`src/tlrf_pkg.sv`:
```
package tlrf_pkg;

    // item functions on the input channel
    typedef enum logic [1:0] {
        FUNC_TEXT  = 2'd0,
        FUNC_CMD   = 2'd1,
        FUNC_READ  = 2'd2,
        FUNC_CLEAR = 2'd3
    } func_t;

    // result kinds on the output channel
    typedef enum logic [1:0] {
        KIND_READ     = 2'd0,
        KIND_FRAME    = 2'd1,
        KIND_OVERFLOW = 2'd2
    } kind_t;

    typedef struct packed {
        func_t       func;
        logic        source;
        logic [7:0]  data_byte;
    } in_item_t;

    typedef struct packed {
        kind_t       kind;
        logic [1:0]  frame_id;
        logic [7:0]  out_byte;
        logic        last;
    } out_item_t;

    // jobs handed from the front to the back
    typedef enum logic [2:0] {
        OP_CHAR,
        OP_LINE,
        OP_OVERFLOW,
        OP_CMD,
        OP_READ
    } op_t;

    // pos: write position for a character, clamped line length for a line end
    typedef struct packed {
        op_t         op;
        logic        src;
        logic [7:0]  pos;
        logic [7:0]  data;
    } job_t;

    // back-end sequencer states
    typedef enum logic [2:0] {
        ST_IDLE,
        ST_PREFIX,
        ST_DECIDE,
        ST_COPY,
        ST_LENGTH,
        ST_NOTE,
        ST_CMD,
        ST_READ
    } st_t;

    // frame numbers
    localparam logic [1:0] FID_TEMP = 2'd0;
    localparam logic [1:0] FID_PRI  = 2'd1;
    localparam logic [1:0] FID_SEC  = 2'd2;
    localparam logic [1:0] FID_FUEL = 2'd3;
    localparam int         NUM_FRAMES = 4;

    // control characters
    localparam logic [7:0] CH_NL = 8'h0A;
    localparam logic [7:0] CH_CR = 8'h0D;

    // line prefixes
    localparam logic [31:0] TAG_PRI  = "PRI:";
    localparam logic [31:0] TAG_SEC  = "SEC:";
    localparam logic [39:0] TAG_FUEL = "FUEL:";
    localparam logic [2:0]  TAG_SHORT_LEN = 3'd4;
    localparam logic [2:0]  TAG_LONG_LEN  = 3'd5;
    localparam int          PFX_N = 5;

    // valid command codes, first code selects the temperature frame
    localparam logic [7:0] CMD_FIRST = 8'h01;
    localparam logic [7:0] CMD_LAST  = 8'h04;

    // job queue
    localparam int QUEUE_DEPTH = 4;
    localparam int QUEUE_W     = 2;

endpackage

```
`src/tlrf_fifo.sv`:
```
module tlrf_fifo
    import tlrf_pkg::*;
(
    input  logic  aclk,
    input  logic  aresetn,
    input  logic  push,
    input  job_t  push_job,
    output logic  full,
    input  logic  pop,
    output job_t  head,
    output logic  empty
);

    job_t                 mem_reg [QUEUE_DEPTH];
    logic [QUEUE_W-1:0]   wr_ptr_reg, wr_ptr_next;
    logic [QUEUE_W-1:0]   rd_ptr_reg, rd_ptr_next;
    logic [QUEUE_W:0]     count_reg, count_next;

    assign full  = (count_reg == (QUEUE_W+1)'(QUEUE_DEPTH));
    assign empty = (count_reg == '0);
    assign head  = mem_reg[rd_ptr_reg];

    // pointer and fill count
    always_comb begin
        wr_ptr_next = wr_ptr_reg;
        rd_ptr_next = rd_ptr_reg;
        count_next  = count_reg;
        if (push) begin
            wr_ptr_next = wr_ptr_reg + 1'b1;
        end
        if (pop) begin
            rd_ptr_next = rd_ptr_reg + 1'b1;
        end
        if (push && !pop) begin
            count_next = count_reg + 1'b1;
        end else if (pop && !push) begin
            count_next = count_reg - 1'b1;
        end
    end

    always_ff @(posedge aclk) begin
        if (!aresetn) begin
            wr_ptr_reg <= '0;
            rd_ptr_reg <= '0;
            count_reg  <= '0;
        end else begin
            wr_ptr_reg <= wr_ptr_next;
            rd_ptr_reg <= rd_ptr_next;
            count_reg  <= count_next;
        end
    end

    // entry storage
    always_ff @(posedge aclk) begin
        if (push) begin
            mem_reg[wr_ptr_reg] <= push_job;
        end
    end

endmodule

```
`src/tlrf_front.sv`:
```
module tlrf_front
    import tlrf_pkg::*;
#(
    parameter int LINE_MAX    = 256,
    parameter int FRAME_BYTES = 32,
    parameter int NUM_SOURCES = 2
) (
    input  logic      aclk,
    input  logic      aresetn,
    input  logic      s_valid,
    output logic      s_ready,
    input  in_item_t  s_item,
    input  logic      queue_full,
    output logic      push,
    output job_t      push_job
);

    localparam int LINE_KEEP = FRAME_BYTES + 3;
    localparam int LEN_W     = $clog2(LINE_MAX + 1);
    localparam int SRC_W     = (NUM_SOURCES > 1) ? $clog2(NUM_SOURCES) : 1;

    logic [LEN_W-1:0] len_reg  [NUM_SOURCES];
    logic [LEN_W-1:0] len_next [NUM_SOURCES];

    logic             take;
    logic             src_ok;
    logic [SRC_W-1:0] sidx;
    logic [LEN_W-1:0] len_cur;
    logic [15:0]      len_wide;

    assign s_ready  = !queue_full;
    assign take     = s_valid && !queue_full;
    assign src_ok   = (NUM_SOURCES > 1) || (s_item.source == 1'b0);
    assign sidx     = src_ok ? SRC_W'(s_item.source) : '0;
    assign len_cur  = len_reg[sidx];
    assign len_wide = 16'(len_cur);

    // classify the transfer and keep the line lengths
    always_comb begin
        for (int i = 0; i < NUM_SOURCES; i++) begin
            len_next[i] = len_reg[i];
        end
        push          = 1'b0;
        push_job.op   = OP_CHAR;
        push_job.src  = s_item.source;
        push_job.pos  = 8'(len_cur);
        push_job.data = s_item.data_byte;
        if (take) begin
            case (s_item.func)
                FUNC_TEXT: begin
                    if (src_ok) begin
                        if (s_item.data_byte == CH_NL) begin
                            push          = 1'b1;
                            push_job.op   = OP_LINE;
                            push_job.pos  = (len_wide > 16'(LINE_KEEP)) ?
                                            8'(LINE_KEEP) : 8'(len_cur);
                            len_next[sidx] = '0;
                        end else if (s_item.data_byte == CH_CR) begin
                            push = 1'b0;
                        end else if (len_cur >= LEN_W'(LINE_MAX)) begin
                            push           = 1'b1;
                            push_job.op    = OP_OVERFLOW;
                            len_next[sidx] = '0;
                        end else begin
                            // characters past the kept head are only counted
                            push           = (len_wide < 16'(LINE_KEEP));
                            push_job.op    = OP_CHAR;
                            len_next[sidx] = len_cur + 1'b1;
                        end
                    end
                end
                FUNC_CMD: begin
                    push        = 1'b1;
                    push_job.op = OP_CMD;
                end
                FUNC_READ: begin
                    push        = 1'b1;
                    push_job.op = OP_READ;
                end
                FUNC_CLEAR: begin
                    if (src_ok) begin
                        len_next[sidx] = '0;
                    end
                end
                default: begin
                    push = 1'b0;
                end
            endcase
        end
    end

    always_ff @(posedge aclk) begin
        if (!aresetn) begin
            for (int i = 0; i < NUM_SOURCES; i++) begin
                len_reg[i] <= '0;
            end
        end else begin
            for (int i = 0; i < NUM_SOURCES; i++) begin
                len_reg[i] <= len_next[i];
            end
        end
    end

endmodule

```
`src/tlrf_back.sv`:
```
module tlrf_back
    import tlrf_pkg::*;
#(
    parameter int FRAME_BYTES = 32,
    parameter int NUM_SOURCES = 2
) (
    input  logic       aclk,
    input  logic       aresetn,
    input  logic       q_empty,
    input  job_t       q_head,
    output logic       pop,
    output logic       m_valid,
    input  logic       m_ready,
    output out_item_t  m_item
);

    localparam int TEXT_MAX  = FRAME_BYTES - 2;
    localparam int LINE_KEEP = FRAME_BYTES + 3;
    localparam int KEEP_W    = $clog2(LINE_KEEP);
    localparam int FB_W      = $clog2(FRAME_BYTES);
    localparam int CNT_W     = $clog2(FRAME_BYTES + 1);
    localparam int SRC_W     = (NUM_SOURCES > 1) ? $clog2(NUM_SOURCES) : 1;
    localparam int LN_AW     = SRC_W + KEEP_W;
    localparam int FR_AW     = 2 + FB_W;

    // line heads, frame store and transmit buffer
    logic [7:0]        line_mem  [1 << LN_AW];
    logic [7:0]        frame_mem [1 << FR_AW];
    logic [7:0]        tx_mem    [1 << FB_W];

    logic              ln_we;
    logic [LN_AW-1:0]  ln_waddr, ln_raddr;
    logic [7:0]        ln_wdata, ln_rdata_reg;
    logic              fr_we;
    logic [FR_AW-1:0]  fr_waddr, fr_raddr;
    logic [7:0]        fr_wdata, fr_rdata_reg;
    logic              tx_we;
    logic [FB_W-1:0]   tx_waddr, tx_raddr;
    logic [7:0]        tx_wdata, tx_rdata_reg;

    st_t               state_reg, state_next;
    logic [CNT_W-1:0]  cnt_reg, cnt_next;
    job_t              cur_reg, cur_next;
    logic              dly_valid_reg, dly_valid_next;
    logic [FB_W-1:0]   dly_idx_reg, dly_idx_next;
    logic [1:0]        fid_reg, fid_next;
    logic [2:0]        skip_reg, skip_next;
    logic [7:0]        n_reg, n_next;
    kind_t             note_kind_reg, note_kind_next;
    logic [3:0]        fvalid_reg, fvalid_next;
    logic              tx_valid_reg, tx_valid_next;
    logic              out_valid_reg, out_valid_next;
    out_item_t         out_reg, out_next;
    logic [7:0]        pfx_reg [PFX_N];

    logic              slot_free;
    logic              is_pri, is_sec, is_fuel;
    logic [1:0]        dec_fid;
    logic [2:0]        dec_skip;
    logic [7:0]        dec_rem;
    logic              sel_ok;
    logic [1:0]        sel;

    assign m_valid   = out_valid_reg;
    assign m_item    = out_reg;
    assign slot_free = !out_valid_reg || m_ready;

    // prefix match on the first characters of the finished line
    assign is_pri  = (cur_reg.pos >= 8'(TAG_SHORT_LEN)) &&
                     ({pfx_reg[0], pfx_reg[1], pfx_reg[2], pfx_reg[3]} == TAG_PRI);
    assign is_sec  = (cur_reg.pos >= 8'(TAG_SHORT_LEN)) &&
                     ({pfx_reg[0], pfx_reg[1], pfx_reg[2], pfx_reg[3]} == TAG_SEC);
    assign is_fuel = (cur_reg.pos >= 8'(TAG_LONG_LEN)) &&
                     ({pfx_reg[0], pfx_reg[1], pfx_reg[2], pfx_reg[3], pfx_reg[4]}
                      == TAG_FUEL);

    always_comb begin
        if (is_pri) begin
            dec_fid  = FID_PRI;
            dec_skip = TAG_SHORT_LEN;
        end else if (is_sec) begin
            dec_fid  = FID_SEC;
            dec_skip = TAG_SHORT_LEN;
        end else if (is_fuel) begin
            dec_fid  = FID_FUEL;
            dec_skip = TAG_LONG_LEN;
        end else begin
            dec_fid  = FID_TEMP;
            dec_skip = 3'd0;
        end
    end

    assign dec_rem = cur_reg.pos - {5'd0, dec_skip};

    // command code selects a frame, anything else loads zeros
    assign sel_ok = cur_reg.data inside {[CMD_FIRST:CMD_LAST]};
    assign sel    = 2'(cur_reg.data - CMD_FIRST);

    // sequencer: next state, memory ports and result register
    always_comb begin
        state_next     = state_reg;
        cnt_next       = cnt_reg;
        cur_next       = cur_reg;
        dly_valid_next = 1'b0;
        dly_idx_next   = dly_idx_reg;
        fid_next       = fid_reg;
        skip_next      = skip_reg;
        n_next         = n_reg;
        note_kind_next = note_kind_reg;
        fvalid_next    = fvalid_reg;
        tx_valid_next  = tx_valid_reg;
        out_valid_next = out_valid_reg && !m_ready;
        out_next       = out_reg;
        pop            = 1'b0;
        ln_we          = 1'b0;
        ln_waddr       = {SRC_W'(q_head.src), q_head.pos[KEEP_W-1:0]};
        ln_wdata       = q_head.data;
        ln_raddr       = '0;
        fr_we          = 1'b0;
        fr_waddr       = '0;
        fr_wdata       = '0;
        fr_raddr       = '0;
        tx_we          = 1'b0;
        tx_waddr       = '0;
        tx_wdata       = '0;
        tx_raddr       = '0;

        case (state_reg)
            ST_IDLE: begin
                if (!q_empty) begin
                    pop = 1'b1;
                    case (q_head.op)
                        OP_CHAR: begin
                            ln_we = 1'b1;
                        end
                        OP_LINE: begin
                            cur_next   = q_head;
                            cnt_next   = '0;
                            state_next = ST_PREFIX;
                        end
                        OP_OVERFLOW: begin
                            note_kind_next = KIND_OVERFLOW;
                            fid_next       = FID_TEMP;
                            state_next     = ST_NOTE;
                        end
                        OP_CMD: begin
                            cur_next   = q_head;
                            cnt_next   = '0;
                            state_next = ST_CMD;
                        end
                        OP_READ: begin
                            cnt_next   = '0;
                            state_next = ST_READ;
                        end
                        default: begin
                            pop = 1'b1;
                        end
                    endcase
                end
            end

            // fetch the head characters for the prefix match
            ST_PREFIX: begin
                if (cnt_reg < CNT_W'(PFX_N)) begin
                    ln_raddr       = {SRC_W'(cur_reg.src), KEEP_W'(cnt_reg)};
                    dly_valid_next = 1'b1;
                    dly_idx_next   = FB_W'(cnt_reg);
                    cnt_next       = cnt_reg + 1'b1;
                end else begin
                    state_next = ST_DECIDE;
                end
            end

            ST_DECIDE: begin
                fid_next   = dec_fid;
                skip_next  = dec_skip;
                n_next     = (dec_rem > 8'(TEXT_MAX)) ? 8'(TEXT_MAX) : dec_rem;
                cnt_next   = '0;
                state_next = ST_COPY;
            end

            // copy the text into the frame, zero past its length
            ST_COPY: begin
                if (dly_valid_reg) begin
                    fr_we    = 1'b1;
                    fr_waddr = {fid_reg, dly_idx_reg + 1'b1};
                    fr_wdata = (8'(dly_idx_reg) < n_reg) ? ln_rdata_reg : 8'd0;
                end
                if (cnt_reg < CNT_W'(TEXT_MAX)) begin
                    ln_raddr       = {SRC_W'(cur_reg.src),
                                      KEEP_W'(skip_reg) + KEEP_W'(cnt_reg)};
                    dly_valid_next = 1'b1;
                    dly_idx_next   = FB_W'(cnt_reg);
                    cnt_next       = cnt_reg + 1'b1;
                end else begin
                    state_next = ST_LENGTH;
                end
            end

            ST_LENGTH: begin
                fr_we                = 1'b1;
                fr_waddr             = {fid_reg, FB_W'(0)};
                fr_wdata             = n_reg;
                fvalid_next[fid_reg] = 1'b1;
                note_kind_next       = KIND_FRAME;
                state_next           = ST_NOTE;
            end

            // single event result
            ST_NOTE: begin
                if (slot_free) begin
                    out_valid_next    = 1'b1;
                    out_next.kind     = note_kind_reg;
                    out_next.frame_id = fid_reg;
                    out_next.out_byte = 8'd0;
                    out_next.last     = 1'b1;
                    state_next        = ST_IDLE;
                end
            end

            // load the transmit buffer, command code in the last byte
            ST_CMD: begin
                if (dly_valid_reg) begin
                    tx_we    = 1'b1;
                    tx_waddr = dly_idx_reg;
                    tx_wdata = (sel_ok && fvalid_reg[sel]) ? fr_rdata_reg : 8'd0;
                end
                if (cnt_reg < CNT_W'(FRAME_BYTES - 1)) begin
                    fr_raddr       = {sel, FB_W'(cnt_reg)};
                    dly_valid_next = 1'b1;
                    dly_idx_next   = FB_W'(cnt_reg);
                    cnt_next       = cnt_reg + 1'b1;
                end else if (cnt_reg == CNT_W'(FRAME_BYTES - 1)) begin
                    cnt_next = cnt_reg + 1'b1;
                end else begin
                    tx_we         = 1'b1;
                    tx_waddr      = FB_W'(FRAME_BYTES - 1);
                    tx_wdata      = cur_reg.data;
                    tx_valid_next = 1'b1;
                    state_next    = ST_IDLE;
                end
            end

            // stream the transmit buffer, one byte per free output slot
            ST_READ: begin
                tx_raddr = FB_W'(cnt_reg);
                if (slot_free) begin
                    out_valid_next    = 1'b1;
                    out_next.kind     = KIND_READ;
                    out_next.frame_id = FID_TEMP;
                    out_next.out_byte = tx_valid_reg ? tx_rdata_reg : 8'd0;
                    out_next.last     = (cnt_reg == CNT_W'(FRAME_BYTES - 1));
                    if (cnt_reg == CNT_W'(FRAME_BYTES - 1)) begin
                        state_next = ST_IDLE;
                    end else begin
                        cnt_next = cnt_reg + 1'b1;
                        tx_raddr = FB_W'(cnt_reg + 1'b1);
                    end
                end
            end

            default: begin
                state_next = ST_IDLE;
            end
        endcase
    end

    always_ff @(posedge aclk) begin
        if (!aresetn) begin
            state_reg     <= ST_IDLE;
            dly_valid_reg <= 1'b0;
            fvalid_reg    <= '0;
            tx_valid_reg  <= 1'b0;
            out_valid_reg <= 1'b0;
        end else begin
            state_reg     <= state_next;
            dly_valid_reg <= dly_valid_next;
            fvalid_reg    <= fvalid_next;
            tx_valid_reg  <= tx_valid_next;
            out_valid_reg <= out_valid_next;
        end
    end

    // datapath registers
    always_ff @(posedge aclk) begin
        cnt_reg       <= cnt_next;
        cur_reg       <= cur_next;
        dly_idx_reg   <= dly_idx_next;
        fid_reg       <= fid_next;
        skip_reg      <= skip_next;
        n_reg         <= n_next;
        note_kind_reg <= note_kind_next;
        out_reg       <= out_next;
        if (state_reg == ST_PREFIX && dly_valid_reg) begin
            pfx_reg[dly_idx_reg[2:0]] <= ln_rdata_reg;
        end
    end

    // memories with registered read data
    always_ff @(posedge aclk) begin
        if (ln_we) begin
            line_mem[ln_waddr] <= ln_wdata;
        end
        ln_rdata_reg <= line_mem[ln_raddr];
    end

    always_ff @(posedge aclk) begin
        if (fr_we) begin
            frame_mem[fr_waddr] <= fr_wdata;
        end
        fr_rdata_reg <= frame_mem[fr_raddr];
    end

    always_ff @(posedge aclk) begin
        if (tx_we) begin
            tx_mem[tx_waddr] <= tx_wdata;
        end
        tx_rdata_reg <= tx_mem[tx_raddr];
    end

endmodule

```
`src/tagged_line_to_register_frames.sv`:
```
// Tagged text lines to register frames.
// Input channel s_valid/s_ready/s_item carries text bytes, command writes,
// read requests and line clears; result channel m_valid/m_ready/m_item
// carries frame-update and overflow events and read data bytes.
// The front classifies each transfer combinationally and tracks line lengths;
// a four-entry job queue feeds the back sequencer, which owns the line,
// frame and transmit memories (one write, one registered read each).
// Text bytes are stored at one per cycle while the sequencer is idle. A newline
// event is built after its job leaves the queue by prefix fetch, a one byte
// per cycle copy through the frame memory port, and the length write.
// A command fills the transmit buffer from the selected frame; a read request
// streams FRAME_BYTES bytes at one per cycle while the receiver is ready.
// Reset (aresetn low, synchronous) empties the queue and line counts and
// marks all frames and the transmit buffer as zero; no clearing pass.
// When the receiver stalls, the result register holds, the sequencer waits
// with a pending result, and the queue keeps taking transfers until it fills.
module tagged_line_to_register_frames
    import tlrf_pkg::*;
#(
    parameter int LINE_MAX    = 256,
    parameter int FRAME_BYTES = 32,
    parameter int NUM_SOURCES = 2
) (
    input  logic       aclk,
    input  logic       aresetn,
    input  logic       s_valid,
    output logic       s_ready,
    input  in_item_t   s_item,
    output logic       m_valid,
    input  logic       m_ready,
    output out_item_t  m_item
);

    logic  push;
    job_t  push_job;
    logic  queue_full;
    logic  pop;
    job_t  q_head;
    logic  q_empty;

    // transfer classification and line bookkeeping
    tlrf_front #(
        .LINE_MAX    (LINE_MAX),
        .FRAME_BYTES (FRAME_BYTES),
        .NUM_SOURCES (NUM_SOURCES)
    ) u_front (
        .aclk       (aclk),
        .aresetn    (aresetn),
        .s_valid    (s_valid),
        .s_ready    (s_ready),
        .s_item     (s_item),
        .queue_full (queue_full),
        .push       (push),
        .push_job   (push_job)
    );

    // job queue between front and back
    tlrf_fifo u_fifo (
        .aclk     (aclk),
        .aresetn  (aresetn),
        .push     (push),
        .push_job (push_job),
        .full     (queue_full),
        .pop      (pop),
        .head     (q_head),
        .empty    (q_empty)
    );

    // memory sequencer and result register
    tlrf_back #(
        .FRAME_BYTES (FRAME_BYTES),
        .NUM_SOURCES (NUM_SOURCES)
    ) u_back (
        .aclk    (aclk),
        .aresetn (aresetn),
        .q_empty (q_empty),
        .q_head  (q_head),
        .pop     (pop),
        .m_valid (m_valid),
        .m_ready (m_ready),
        .m_item  (m_item)
    );

endmodule
```
`config.mk`:
```
export PLATFORM = sky130hd
export DESIGN_NAME = tagged_line_to_register_frames
export DESIGN_NICKNAME = d
export VERILOG_FILES = /design/src/tlrf_pkg.sv /design/src/tlrf_fifo.sv /design/src/tlrf_front.sv /design/src/tlrf_back.sv /design/src/tagged_line_to_register_frames.sv
export SDC_FILE = /design/constraint.sdc
export NUM_CORES = 2
export LEC_CHECK = 0
export BUFFER_PORTS_ARGS = -buffer_cell sky130_fd_sc_hd__buf_2
export CORE_MARGIN = 2
export CORE_UTILIZATION = 55
export DETAILED_ROUTE_END_ITERATION = 16
export PLACE_DENSITY_LB_ADDON = 0.12
export SETUP_SLACK_MARGIN = 0.1
export SLEW_MARGIN = 10
export SYNTH_ARGS = -nofsm -noshare
export SYNTH_HDL_FRONTEND = slang
export SYNTH_SLANG_ARGS = --single-unit
```
`constraint.sdc`:
```
create_clock -name aclk -period 5.5 [get_ports aclk]
set_input_delay 0.275 -clock aclk [delete_from_list [all_inputs] [get_ports aclk]]
set_output_delay 0.275 -clock aclk [all_outputs]
set_load 0.01 [all_outputs]
```
Yosys cells after proc, flatten, opt, wreduce, memory -nomap -nowiden
Memories as Yosys holds them, arrays and structs flattened. A register that Yosys moved wholly into a read port is not among the register bits.
Index checks and enable logic that the tools add are counted.

operators by class
  $lt $le $gt $ge = 17
  mux-type cells = 121
  reduce and logical (&&, ||, !) cells = 40
  $add $sub $neg = 10
  bitwise gates (word level) = 9
  equality and inequality tests = 37

operators with widths
  operator                number
  $mux W8                 12
  $mux W18                4
  $eq A32 B31 Y1 const B  2
  $mux W5                 10
  $mux W3                 16
  $mux W6                 8
  $eq A40 B39 Y1 const B  1
  $pmux W18 S2            1
  $pmux W6 S6             1
  $mux W7                 5
  $mux W1                 32
  $pmux W7 S2             2
  $mux W9                 3
  $mux W13                2
  $pmux W13 S2            1
  $pmux W3 S8             1
  $mux W2                 10
  $and A18 B18 Y18        1
  $bwmux W18              1
  $eq A3 B3 Y1 const B    6
  $not A18 Y18            1
  $eq A8 B4 Y1 const B    2
  $ge A8 B3 Y1 const B    2
  $ne A2 B2 Y1 const B    8
  58 further kinds        102

word-level totals
  output and inout port bits = 15
  input port bits = 15
  register bits = 73
  logic and storage cells = 261
  memories kept = 6
  RAM bits = 2,442

memory list
  name              depth  width  rd ports  clocked after memory_dff  write ports  RTL line          source
  u_back.frame_mem  128    8      1         1                         1            tlrf_back.sv:28   logic [7:0] frame_mem [1 << FR_AW];
  u_back.line_mem   128    8      1         1                         1            tlrf_back.sv:27   logic [7:0] line_mem [1 << LN_AW];
  u_back.tx_mem     32     8      1         1                         1            tlrf_back.sv:29   logic [7:0] tx_mem [1 << FB_W];
  u_fifo.mem_reg    4      20     1         1                         1            tlrf_fifo.sv:14   job_t mem_reg [QUEUE_DEPTH];
  u_back.pfx_reg    5      8      5         0                         1            tlrf_back.sv:54   logic [7:0] pfx_reg [PFX_N];
  u_front.len_reg   2      9      3         0                         2            tlrf_front.sv:22  logic [LEN_W-1:0] len_reg [NUM_SOURCES];

Longest topological paths before layout
  word-level depth = 13
  mapped depth = 19
  gate-level depth less buffers = 13

Modules after synthesis
From an unflattened synthesis, not the netlist that was laid out.

unflattened totals
  cells, all modules = 6,322
  area, all modules = 92,482.4 sq um

modules (own cells, without submodules)
  module      area an instance (sq um)  cells each  instances
  tlrf_back   87,779.2                  6,007       1
  tlrf_fifo   3,330.7                   147         1
  tlrf_front  1,372.6                   168         1

Worst setup path before layout
Ideal clock, no wire load.

  path kind = flip-flop to flip-flop
  start = register u_back.cnt_reg[0]
  end = register u_back.ln_rdata_reg[1] (read register of u_back.line_mem)
  path slack = 1.553 ns
  library setup time = 0.137 ns
  arrival = 3.810 ns
  clock period less this slack = 3.947 ns
  stages on the path, launching flop included = 17
  required time = 5.363 ns
  cells stage by stage = edfxtp_1 inv_1 clkbuf_1 clkbuf_1 buf_1 clkbuf_1 ha_1 nand2b_1 nand4_1 and2_1 buf_2 nand3_1 o22ai_1 or4_1 o31a_1 a211oi_1 a31oi_1

between the ends
  word-level cells in the longest chain between the ends = 3
  elaborated cells between the ends (all ways) = 6

RTL lines
  item                                         RTL line                            source
  start: declaration                           tlrf_back.sv:42                     logic [CNT_W-1:0] cnt_reg, cnt_next;
  start signal: assignment                     tlrf_back.sv:286                    cnt_reg <= cnt_next;
  $add A3 B6 Y6, or another cell as far along  tlrf_back.sv:191                    KEEP_W'(skip_reg) + KEEP_W'(cnt_reg)};
  $mux W7 (on tied branches)                   tlrf_back.sv:189, tlrf_back.sv:164
  $pmux W7 S2 (*)                              tlrf_back.sv:128                    case (state_reg)
  end: declaration                             tlrf_back.sv:33                     logic [7:0] ln_wdata, ln_rdata_reg;

Every way passes the cells marked *; elsewhere a longest branch is shown, timed or not.
A chain may end at the register's enable or synchronous reset.

Worst setup path after layout
  start = register u_back.cnt_reg[0]
  end = register u_back.ln_rdata_reg[4] (read register of u_back.line_mem)

Same word-level chain as after synthesis.

==> results.yml <==
clock_tree:
  cts_setup_buffers: 0
  cts_sinks: 2428
  cts_tree: "built"
  cts-resized-gates: 0
  cts_hold_buf: 14
  h-tree-depth: 4
  clkSlewWorstSetupHoldPaths_ns: 0.06
  clockBufferDepth: 3
  clk_latency_ns: 0.88
  root_buffer: "clkbuf_16"
  numCtsBuffers: 235
finish:
  nets: 6993
  drive_above_1_share_pct: 11.7
  area_growth_pct: 11.6
  top_regs: "u_back.frame_mem x1024, u_back.line_mem x912, u_back.tx_mem x256"
  largest_register_ff_count: 1024
  fin_cells: 9490
  layout_common_cells: "edfxtp_1 (2367), nand2_1 (1131), nor2_1 (565), buf_4 (259), a211oi_1 (250)"
  final_common_cell: "edfxtp_1"
  regMostFlops: "u_back.frame_mem"
  stdcell_area_sq_um: 109000
synth:
  ys.flop_type: "edfxtp_1"
  synth_warnings: 0
  async_flop_share_pct: 0
  netlist_top_cells_area: "edfxtp_1 (73%), nand2_1 (4.4%), mux4_2 (2.6%)"
  synth.top_cell.area_share_pct: 72.6
  postSynthAreaPerCell_sq_um: 14.3
  synth_seq_area_share_pct: 73.9
  synth_seq_cells: 2428
  synth_edf_count: 2367
  postSynthCellCount: 6830
  ys_types: 86
  synth.largest_area_cell: "edfxtp_1"
  synth.cell_area_sq_um: 97900
grt:
  grt_pass1_vias: 57400
  grt_usage_pct: 29.4
  grt_antenna_before_repair: 10
  overflow: 0
  grt_first_pass_wirelength_mm: 391
  grt_max_degree: 191
sta:
  tightest_slew_ns: 1.30
  finalHoldViolCount: 0
  fin_ws_ns: 0.464
  fin_crit_sh_pct: 91.6
  setup_violations: 0
  slew_viol_final: 0
  slew_headroom_pct: 12.7
  finalSetupTns_ns: 0
  fin_crit_ns: 5.04
  fmax_ghz: 0.199
  grt_setup_unrepaired: "false"
  fin_skew_ns: 0.0442
placed_design:
  hpwl_mm: 166
  dp.cells: 9041
  placed_area_sq_um: 102000
  port_buffers: 29
  place_ws_ns: 0.686
  globalplace.congestion: 0.944
floorplanning:
  coreArea_sq_um: 176000
  dieArea_sq_um: 181000
  rows: 154
  ios: 30
  chipHeight_um: 426
  fp.dieW_um: 426
  start_util_pct: 55.4
detailed_routing:
  dr.first_iter.drc_count: 8475
  routed_via_density: 6.38
  routed_wirelength_mm: 267
  drt-wirelength-per-cell_um: 28.2
  drc_errors: 0
  ant_nets: 0
  vias: 60500
  dr.pass1.iters: 6
setup_path:
  cp_cell_sequence: "ha_1 > ha_1 > xor2_1 > nand3_1 > buf_4 > a22oi_1 > buf_4 > nand2_1 > a21oi_1 > nor4_1 > a21oi_1 > a211oi_1 > a31oi_1"
  path_class: "flip-flop to flip-flop"
  crit_fanout: 12
  end_kind: "flip-flop"
  arrival_ns: 5.84
  cp_slowest_cell: "a21oi_1"
  startpoint_type: "flip-flop"
  cp.required_ns: 6.31
  cpPeakStageDelay_ns: 0.77
job:
  maxCapViolations: 0
pwr:
  ir_drop_v: 0.000381
  p_leak_nw: 36.6
  p_per_area_nw_per_um2: 391
min_path:
  hp-class: "primary input to flip-flop"
run_status:
  status: "finished clean"
## power by group
| group | internal, mW | leakage, nW | total (mW) | switching, mW |
|---|---|---|---|---|
| clock | 8.72 | 3.62 | 15.5 | 6.77 |
| combinational | 1.31 | 10.4 | 5.42 | 4.12 |
| sequential | 21.4 | 22.6 | 21.8 | 0.336 |
| total | 31.5 | 36.6 | 42.7 | 11.2 |
## routing by layer
| metal | global-route usage, % | share of wire [%] |
|---|---|---|
| met2 | 43.1 | 45 |
| met4 | 9.26 | 3.1 |
| met1 | 44.0 | 42 |
| met5 | 0 | 0.015 |
| met3 | 6.47 | 11 |
## metrics by stage
| step | power (mW) | utilization, % | hold WS, ns |
|---|---|---|---|
| after floorplan | 25.1 | - | 0.374 |
| after detailed placement | 27.5 | 57.6 | 0.455 |
| final | 42.7 | 61.9 | 0.186 |
| after global placement | 27.4 | 57.6 | 0.445 |
| after global routing | 43.9 | 61.9 | 0.178 |
| after CTS | 42.7 | 61.9 | 0.120 |
## worst max-delay path: cells and delay by family (launching register included)
kind | cells | cell delay [ns]
flip-flops | 1 | 0.55
buffers and inverters | 2 | 0.65
XOR/XNOR | 1 | 0.26
adder cells (fa/ha/maj) | 2 | 0.50
AO/OA/AOI/OAI | 5 | 1.87
AND/OR/NAND/NOR | 3 | 1.10
## final timing paths
kind,slack [ns],start,endpoint,depth (start not counted)
worst max-delay path,0.46,u_back.cnt_reg[0]$_SDFFCE_PN0P_,u_back.ln_rdata_reg[4]$_DFF_P_,13
worst max register to register,0.46,u_back.cnt_reg[0]$_SDFFCE_PN0P_,u_back.ln_rdata_reg[4]$_DFF_P_,13
worst min register to register,0.48,u_back.fvalid_reg[2]$_SDFFE_PN0P_,u_back.fvalid_reg[2]$_SDFFE_PN0P_,1
worst min-delay path,0.19,s_item[3],u_fifo.mem_reg[0][3]$_DFFE_PP_,2
## cells by family after synthesis
logic type | Yosys count | share of synthesized area, %
other cells | 1 | 0.00383
mux | 305 | 4.60
simple gates | 2446 | 11.1
buf+inv | 477 | 2.07
flops | 2428 | 73.9
fa+ha+maj | 26 | 0.340
xor+xnor | 23 | 0.206
compound gates | 1124 | 7.85
## cell type report
cell class / instances / area [sq um]
Multi-Input combinational cell: 3927 / 23800
Clock buffer: 319 / 6490
Timing Repair Buffer: 324 / 2660
Tap cell: 2340 / 2930
Antenna cell: 1 / 2.50
Fill cell: 13200 / 67300
Sequential cell: 2428 / 72300
Inverter: 36 / 138
Clock inverter: 115 / 862
## cell usage after synthesis, drive strengths merged (114+ instances only)
cell type  number
clkbuf        267
buf           174
nor2          571
nand3         233
a21oi         165
nand2        1138
o21ai         145
mux4          114
a31oi         152
a211oi        250
mux2i         176
edfxtp       2367
o211ai        140
Note: power is estimated with default switching activity, not from simulation.
